[config.mk]
export PLATFORM = sky130hd
export DESIGN_NAME = ftrm_fifo
export DESIGN_NICKNAME = d
export VERILOG_FILES = /design/src/hdl/ftrm_fifo.sv
export SDC_FILE = /design/constraint.sdc
export NUM_CORES = 1
export LEC_CHECK = 0
export BUFFER_PORTS_ARGS = -buffer_cell sky130_fd_sc_hd__buf_2
export CAP_MARGIN = 15
export CELL_PAD_IN_SITES_DETAIL_PLACEMENT = 1
export CELL_PAD_IN_SITES_GLOBAL_PLACEMENT = 1
export CORE_MARGIN = 10
export CORE_UTILIZATION = 40
export DETAILED_ROUTE_END_ITERATION = 12
export PLACE_DENSITY = 0.69
export SYNTH_ARGS = -nofsm -noshare
export SYNTH_HDL_FRONTEND = slang
export SYNTH_SLANG_ARGS = --single-unit
export TNS_END_PERCENT = 100
[constraint.sdc]
create_clock -name clk -period 2.4 [get_ports clk]
set_input_delay 0.24 -clock clk [delete_from_list [all_inputs] [get_ports clk]]
set_output_delay 0.24 -clock clk [all_outputs]
set_load 0.02 [all_outputs]
[src/hdl/ftrm_fifo.sv]
`timescale 1ns / 1ps
// ----------------------------------------------------------------------------
// ftrm_fifo
// Small first-in first-out queue with registered storage.
// ----------------------------------------------------------------------------
module ftrm_fifo #(
    parameter int W = 8,
    parameter int DEPTH_LOG = 2
) (
    input  logic         clk,
    input  logic         rst_n,
    input  logic         wr,
    input  logic [W-1:0] wdata,
    input  logic         rd,
    output logic [W-1:0] rdata,
    output logic         empty,
    output logic         full
);
    localparam int DEPTH = 1 << DEPTH_LOG;
    logic [W-1:0] mem [DEPTH];
    logic [DEPTH_LOG-1:0] wp_reg, rp_reg;
    logic [DEPTH_LOG:0] cnt_reg;
    assign empty = (cnt_reg == '0);
    assign full  = (cnt_reg == (DEPTH_LOG+1)'(DEPTH));
    assign rdata = mem[rp_reg];
    always_ff @(posedge clk)
    begin
        if (wr && !full)
        begin
            mem[wp_reg] <= wdata;
        end
    end
    always_ff @(posedge clk or negedge rst_n)
    begin
        if (!rst_n)
        begin
            wp_reg <= '0;
            rp_reg <= '0;
            cnt_reg <= '0;
        end
        else
        begin
            if (wr && !full) wp_reg <= wp_reg + 1'b1;
            if (rd && !empty) rp_reg <= rp_reg + 1'b1;
            cnt_reg <= cnt_reg + (DEPTH_LOG+1)'(wr && !full) - (DEPTH_LOG+1)'(rd && !empty);
        end
    end
endmodule

### Word level (Yosys, flattened, before mapping)

Memories as Yosys holds them, arrays and structs flattened.
Index checks and enable logic that the tools add are counted.
Widths: inputs -> output; s select.

* bits in registers: 7
* bits in writable memories: 32
* bits of input ports: 12
* output and inout port bits: 10
* memories kept: 1

* add/subtract/negate cells: 4
* equality and inequality tests: 1
* muxes and demuxes: 2
* reductions and logical operators: 5

Memories
* mem: depth 4, width 8, rd ports 1, clocked after memory_dff 0, write ports 1, RTL line 20 `logic [W-1:0] mem [DEPTH];`

Operator list (count)
* $add 2x1->2 const B: 2
* $add 3x1->3: 1
* $eq 3x3->1 const B: 1
* $logic_not 3->1: 1
* $sub 3x1->3: 1
* $logic_and 1x1->1: 2
* $logic_not 1->1: 2
* $mux 1: 2

### Depth between registers and ports, before layout

Gate-level depths: netlist (run 1).

* depth after elaboration: 5
* gate-level depth with buffers: 8
* gate-level depth less buffers: 8

### Worst setup path before layout (run 1)

OpenSTA, ideal clock, no wires.

* path kind: register -> register
* start point: reg cnt_reg[1]
* end point: reg cnt_reg[2]
* arrival time: 1952 ps
* required time: 2277 ps
* setup slack: 325 ps
* stages on the path, launching flop included: 9
* buffers on the path: 0
* period minus slack after synthesis: 2075 ps
* cells stage by stage: dfrtp_1 o31ai_1 inv_1 ha_1 inv_1 ha_1 fa_1 xnor2_1 xnor2_1

* longest elaborated chain between the ends: 5
* elaborated cells between the ends (all ways): 8
* classes of those cells: add/sub: 2; eq/ne: 1; reduce/logical: 5

Ends and longest elaborated chain
* start: declaration: RTL line 22 `logic [DEPTH_LOG:0] cnt_reg;`
* start signal: assignment: RTL line 45 `cnt_reg <= cnt_reg + (DEPTH_LOG+1)'(wr && !full) - (DEPTH_LOG+1)'(rd && !empty);`
* $eq 3x3->1: RTL line 24 `assign full = (cnt_reg == (DEPTH_LOG+1)'(DEPTH));`
* $logic_not 1->1: RTL line 45
* $logic_and 1x1->1: RTL line 45
* $add 3x1->3: RTL line 45
* $sub 3x1->3 (*): RTL line 45

Mark *: on every way between the ends. The rest lies on a longest branch, timed or not.
A chain may end at the register's enable or synchronous reset.

### Final worst setup path (run 1)

* start point: reg cnt_reg[2]
* end point: reg cnt_reg[2]

Same word-level chain as after synthesis.

==> impl_results.md, run 1 <==
- Placement Rows: 23
- Die X: 83.7 um
- Routed vias: 824
- Area of the mapped netlist: 1620 um^2
- Crit path buffers/inverters: 2
- Routed WL: roughly 2.9 mm
- DIE HEIGHT: 83.7 um
- Routed wire length per instance: 17.3 um
- Fin Clk Skew: about 0.0054 ns
- 1st-iter DRT viols: 45
- First drt pass iteration count: 2
- Startpoint types: register
- Hold Crit Class: in2reg
- CTS tree: yes
- Status: complete, no violations
- Gpl congestion: 0.703
- First-pass GRT wire length: roughly 4.7 mm
- # H-tree levels: 2
- Vias in the first global route: roughly 900
- Clk pin slew, worst setup/hold paths: about 0.070 ns
- Power Dens Cells: 1220 nW/um^2
- CTS max path bufs: 2
- R2R setup slack: 0.31 ns
- Period utilisation layout: around 87%
- Sequential share of the synthesized area: 70.0%
- # port buffers: 21
- Num CTS Buffers: 5
- Layout cells sized above 1: 35.7%
- WP data arrival: 2.30 ns
- Vias per inst: 4.99
- Crit. End Element: register
- Slew headroom: about 64%
- Post-CTS Setup Inserts: 0
- Clock Sinks: 39
- Largest register FFs: 32
- Post-route DRC: 0
- Dpl hpwl: 2.16 mm
- GR Util All Layers: roughly 8.5%
- Max Slew Vio Count: 0
- Final net count: 133
- Effective utilization at floorplan: roughly two fifths
- P&R area growth vs syn: 17.3%
- Leak: 0.724 nW
- Initial antenna violation count: 0
- # IOs: 22
- Final TNS setup: 0 ns
- Die ar.: about 7000 um^2
- Max Fclk: 0.478 GHz
- Syn nets: roughly 100
- WS Path Type: reg2reg
- Slew @ Worst Pin: 0.533 ns
- Critical Path RT: 2.61 ns
- Total congestion overflow: 0
- Post-synth cell types: 18
- CORE AREA: 3970 um^2
- Post-Synthesis Cells: 83
- Yosys warning count: 0
- CP Cell Sequence: o31ai_2 > inv_1 > ha_1 > inv_1 > ha_1 > fa_1 > xnor2_1 > xnor2_1
- Antenna viol nets, final: 0
- Final setup fails: 0
- Final hold viol count: 0
- Worst path slowest cell: dfrtp_1
- Slowest stage delay, CP: 0.47 ns
- WHS: 0.170 ns
- Peak VDD IR: 0.437 mV
- Yosys reg bits: 39
- Max FO, Critical Path: 7
- Syn_area_per_cell: between 15 and 20 um^2
- RSZ-0062 raised after global routing: false
- Max cap viols: 0
- Antenna Cells: 0
- Clock Latency Late Sink: 0.28 ns
- Family with the most delay on the worst path: adder cells
- Largest net degree at the start of global routing: 12
- Root buffer cell: clkbuf_8
- Fin crit period: 2.09 ns
[path summary, 6_finish.rpt]
check / from / endpoint / cells past startpoint
min: wdata[3] / mem[1][3] / 1
max reg2reg: cnt_reg[2] / cnt_reg[2] / 8
max in group asynchronous: rst_n / rp_reg[0] / 2
max: cnt_reg[2] / cnt_reg[2] / 8
min in group asynchronous: rst_n / cnt_reg[0] / 2
min reg2reg: cnt_reg[0] / rp_reg[0] / 2
[logic make-up (layout without fill, tap and decap cells)]
group	after synthesis	count (layout)	share of synthesized area, %
flops	39	39	70.0
simple gates	13	13	6.78
mux	8	8	11.1
buf+inv	8	40	2.16
fa+ha+maj	7	7	5.86
compound gates	4	4	1.93
xor+xnor	4	4	2.16
[layout by cell type (no fill, tap or decap), types with 4 or more instances in the layout]
master and n:
xnor2_1 4, mux4_2 8, edfxtp_1 32, and3b_1 4, dfrtp_1 7, ha_1 6, inv_1 6, nand2b_1 4
buf_2 21, buf_4 4, clkbuf_8 5
[per-stage QoR]
step,area [um^2],util [%],setup WS (ns),instances,power (mW)
2_1_floorplan,1620,-,0.325,83,1.65
3_3_place_gp,1810,45.5,0.316,156,1.91
3_5_place_dp,1810,45.5,0.220,156,1.95
4_1_cts,1900,47.8,0.208,165,2.36
5_1_grt,1900,48.0,0.102,165,2.47
6_report,1900,48.0,0.310,165,2.32
[routing by layer]
metal | track usage, % | vias to the layer above | part of all wire [%]
met5 | 0 | - | 0
met4 | 3.65 | 0 | 0.84
met3 | 2.93 | 4 | 5.1
met2 | 13.3 | 20 | 50
met1 | 10.3 | 418 | 44
li1 | - | 382 | -
[report_power, final]
part           total, mW  internal [mW]  switching [mW]
clock              0.405          0.204           0.202
combinational      0.842          0.408           0.433
sequential          1.07          0.917           0.152
total               2.32           1.53           0.787
[synthesized netlist by cell type]
library cell | count | area share (%)
clkbuf_2 | 1 | 0.31
nand2_1 | 1 | 0.23
buf_4 | 1 | 0.46
ha_1 | 6 | 4.6
fa_1 | 1 | 1.2
o311ai_1 | 1 | 0.54
dfrtp_1 | 7 | 11
and3b_1 | 4 | 2.2
nand2b_1 | 4 | 1.5
o211ai_1 | 2 | 0.92
inv_1 | 6 | 1.4
mux4_2 | 8 | 11
nor3b_4 | 1 | 1.2
nand4bb_1 | 2 | 1.4
edfxtp_1 | 32 | 59
o31ai_1 | 1 | 0.46
nor3_1 | 1 | 0.31
xnor2_1 | 4 | 2.2
[area by class of cell]
cell class	instances	area (um^2)
fillers	390	2070
flip-flops and latches	39	1140
multi-input cells	36	457
repair buffers	26	145
clock buffers	7	76.3
well taps	50	62.6
inverters	6	22.5
clock inverters	1	5.00
[repair_timing]
| action | in CTS | in global routing |
|---|---|---|
| endpoints found under the setup margin | 0 | 1 |
| resized for setup | 0 | 1 |
| hold endpoints to repair | 7 | 0 |
| hold buffers | 1 | 0 |
Note: power is estimated with default switching activity, not from simulation.
==> inputs of run 2 (changes only) <==
BUFFER_PORTS_ARGS = -buffer_cell sky130_fd_sc_hd__clkbuf_2   (was -buffer_cell sky130_fd_sc_hd__buf_2)
==> run 2 against run 1 <==
Against the previous run:
- routed wire length rose by 0.67%
- sequential power barely moved
- critical path depth did not move
- critical path type unchanged
==> impl_results.md, run 2 (same netlist as run 1, synthesis figures left out) <==
- Max FO, Critical Path: 7
- Placement Rows: 23
- Die X: 83.7 um
- First-pass GRT wire length: 4.78 mm
- Crit path buffers/inverters: 2
- Total congestion overflow: 0
- Max Slew Vio Count: 0
- Fillers: between 300 and 400
- Layout cells sized above 1: 36.3%
- Final net count: roughly 130
- Period utilisation layout: 93.2%
- GR Util All Layers: ~8.5%
- Switching Share: 31.8%
- Final TNS setup: 0 ns
- Antenna Cells: 0
- Vias in the first global route: ~970
- # H-tree levels: 2
- Most frequent cells in the layout: edfxtp_1 (32), clkbuf_2 (21), mux4_2 (8)
- Dpl hpwl: between 2 and 2.5 mm
- Clock Sinks: 39
- Tot Pwr: 2.54 mW
- Clock Latency Late Sink: 0.27 ns
- Largest net degree at the start of global routing: 13
- RSZ-0062 raised after global routing: false
- CP Cell Sequence: o31ai_2 > inv_1 > ha_1 > inv_1 > ha_1 > fa_1 > xnor2_2 > xnor2_1
- Fin Clk Skew: 0.00491 ns
- Final Non-Filler Cells: 163
- DIE HEIGHT: 83.7 um
- CTS max path bufs: 2
- Slew headroom: 60.0%
- Clock power share: 24.4%
- Vias per inst: 5.06
- Startpoint types: register
- NetSw: approximately 0.81 mW
- Commonest non-fill, non-tap cell in the layout: edfxtp_1
- Routed WL: 2.87 mm
- Initial antenna violation count: 0
- Status: complete, no violations
- Antenna viol nets, final: 0
- Power Dens Cells: 1300 nW/um^2
- Largest register FFs: 32
- Gpl congestion: 0.707
- Clk pin slew, worst setup/hold paths: 0.07 ns
- Fin crit period: 2.24 ns
- Family with the most delay on the worst path: adder cells
- Routed wire length per instance: 17.6 um
- Crit. End Element: register
- Slowest stage delay, CP: approximately 0.47 ns
- P&R area growth vs syn: 20.0%
- Num CTS Buffers: 5
- Leak: 0.746 nW
- First drt pass iteration count: 2
- CTS tree: yes
- Sequential Power Share: a little over two fifths
- Critical Path RT: 2.56 ns
- Worst path slowest cell: dfrtp_1
- Slew @ Worst Pin: 0.599 ns
- Root buffer cell: clkbuf_8
- Die ar.: 7000 um^2
- WP data arrival: 2.40 ns
- Post-route setup slack: 0.163 ns
- Comb power frac: 32.1%
- Max Fclk: 0.447 GHz
- Peak VDD IR: roughly 0.49 mV
- CORE AREA: 3970 um^2
- 1st-iter DRT viols: 11
- DP Area: 1780 um^2
- Effective utilization at floorplan: 40.9%
- Hold Crit Class: in2reg
- Max cap viols: 0
- Dpl cells: 152
- Routed vias: 825
- Final setup fails: 0
- WS Path Type: reg2reg
- Final hold viol count: 0
- DP Worst Slack: about 0.18 ns
- P_int: 1.73 mW
- # port buffers: 21
- # IOs: 22
- Design area: 1950 um^2
- Post-route DRC: 0
## run 2: changes by cell type in the layout (fill, tap and decap cells not counted), sizes merged
| cell | before | now |
|---|---|---|
| clkbuf | 7 | 27 |
| clkinv | 1 | 0 |
| bufinv | 0 | 2 |
| buf | 25 | 2 |
## run 2: area by class of cell
| class | instances | area, um^2 | area share [%] |
|---|---|---|---|
| flip-flops and latches | 39 | 1140 | 58.3 |
| multi-input cells | 36 | 464 | 23.8 |
| repair buffers | 24 | 130 | 6.68 |
| clock buffers | 6 | 72.6 | 3.73 |
| well taps | 50 | 62.6 | 3.21 |
| clock inverters | 2 | 60.1 | 3.08 |
| inverters | 6 | 22.5 | 1.16 |
## run 2: layer usage
layer  up-vias  global-route usage, %  wire, um
met1       428                   9.24      1160
met2        16                   15.0      1540
li1        379                      -         -
met4         0                   3.20        17
met5         -                      0         0
met3         2                   2.93       152
## run 2: timing repair
action                                 4_1_cts  5_1_grt
setup endpoints to repair                    0        1
resized for setup                            0        2
buffers inserted                             0        2
endpoints found under the hold margin        7        0
hold buffers                                 1        0
## run 2: power by group through the flow
stage | Sequential, mW | Combinational [mW] | Clock (mW)
2_1_floorplan | 1.01 | 0.642 | 0
4_1_cts | 1.11 | 0.799 | 0.636
3_3_place_gp | 1.11 | 0.768 | 0
5_1_grt | 1.14 | 0.907 | 0.661
6_report | 1.10 | 0.815 | 0.619
3_5_place_dp | 1.12 | 0.785 | 0
## run 2: metrics by stage
stage          utilization, %  hold WS, ns
2_1_floorplan               -      -0.0556
3_3_place_gp             44.8       0.0903
3_5_place_dp             44.8       0.0890
4_1_cts                  48.4        0.172
5_1_grt                  49.1        0.185
6_report                 49.1        0.179
## run 2: worst register-to-register path, cell delays in order, from the launching register on
cell	delay, ns
dfrtp_1	0.47
o31ai_2	0.33
inv_1	0.08
ha_1	0.28
inv_1	0.05
ha_1	0.19
fa_1	0.42
xnor2_2	0.17
xnor2_1	0.13
## run 2: final timing paths
| path | slack, ns | start | end | cells past startpoint |
|---|---|---|---|---|
| hold / removal | 0.18 | wdata[6] | mem[1][6] | 1 |
| min in group asynchronous | 0.33 | rst_n | rp_reg[1] | 2 |
| max in group asynchronous | 1.90 | rst_n | rp_reg[0] | 2 |
| hold reg to reg | 0.62 | wp_reg[1] | wp_reg[1] | 2 |
| setup / recovery | 0.16 | cnt_reg[1] | cnt_reg[2] | 8 |
| setup reg to reg | 0.16 | cnt_reg[1] | cnt_reg[2] | 8 |
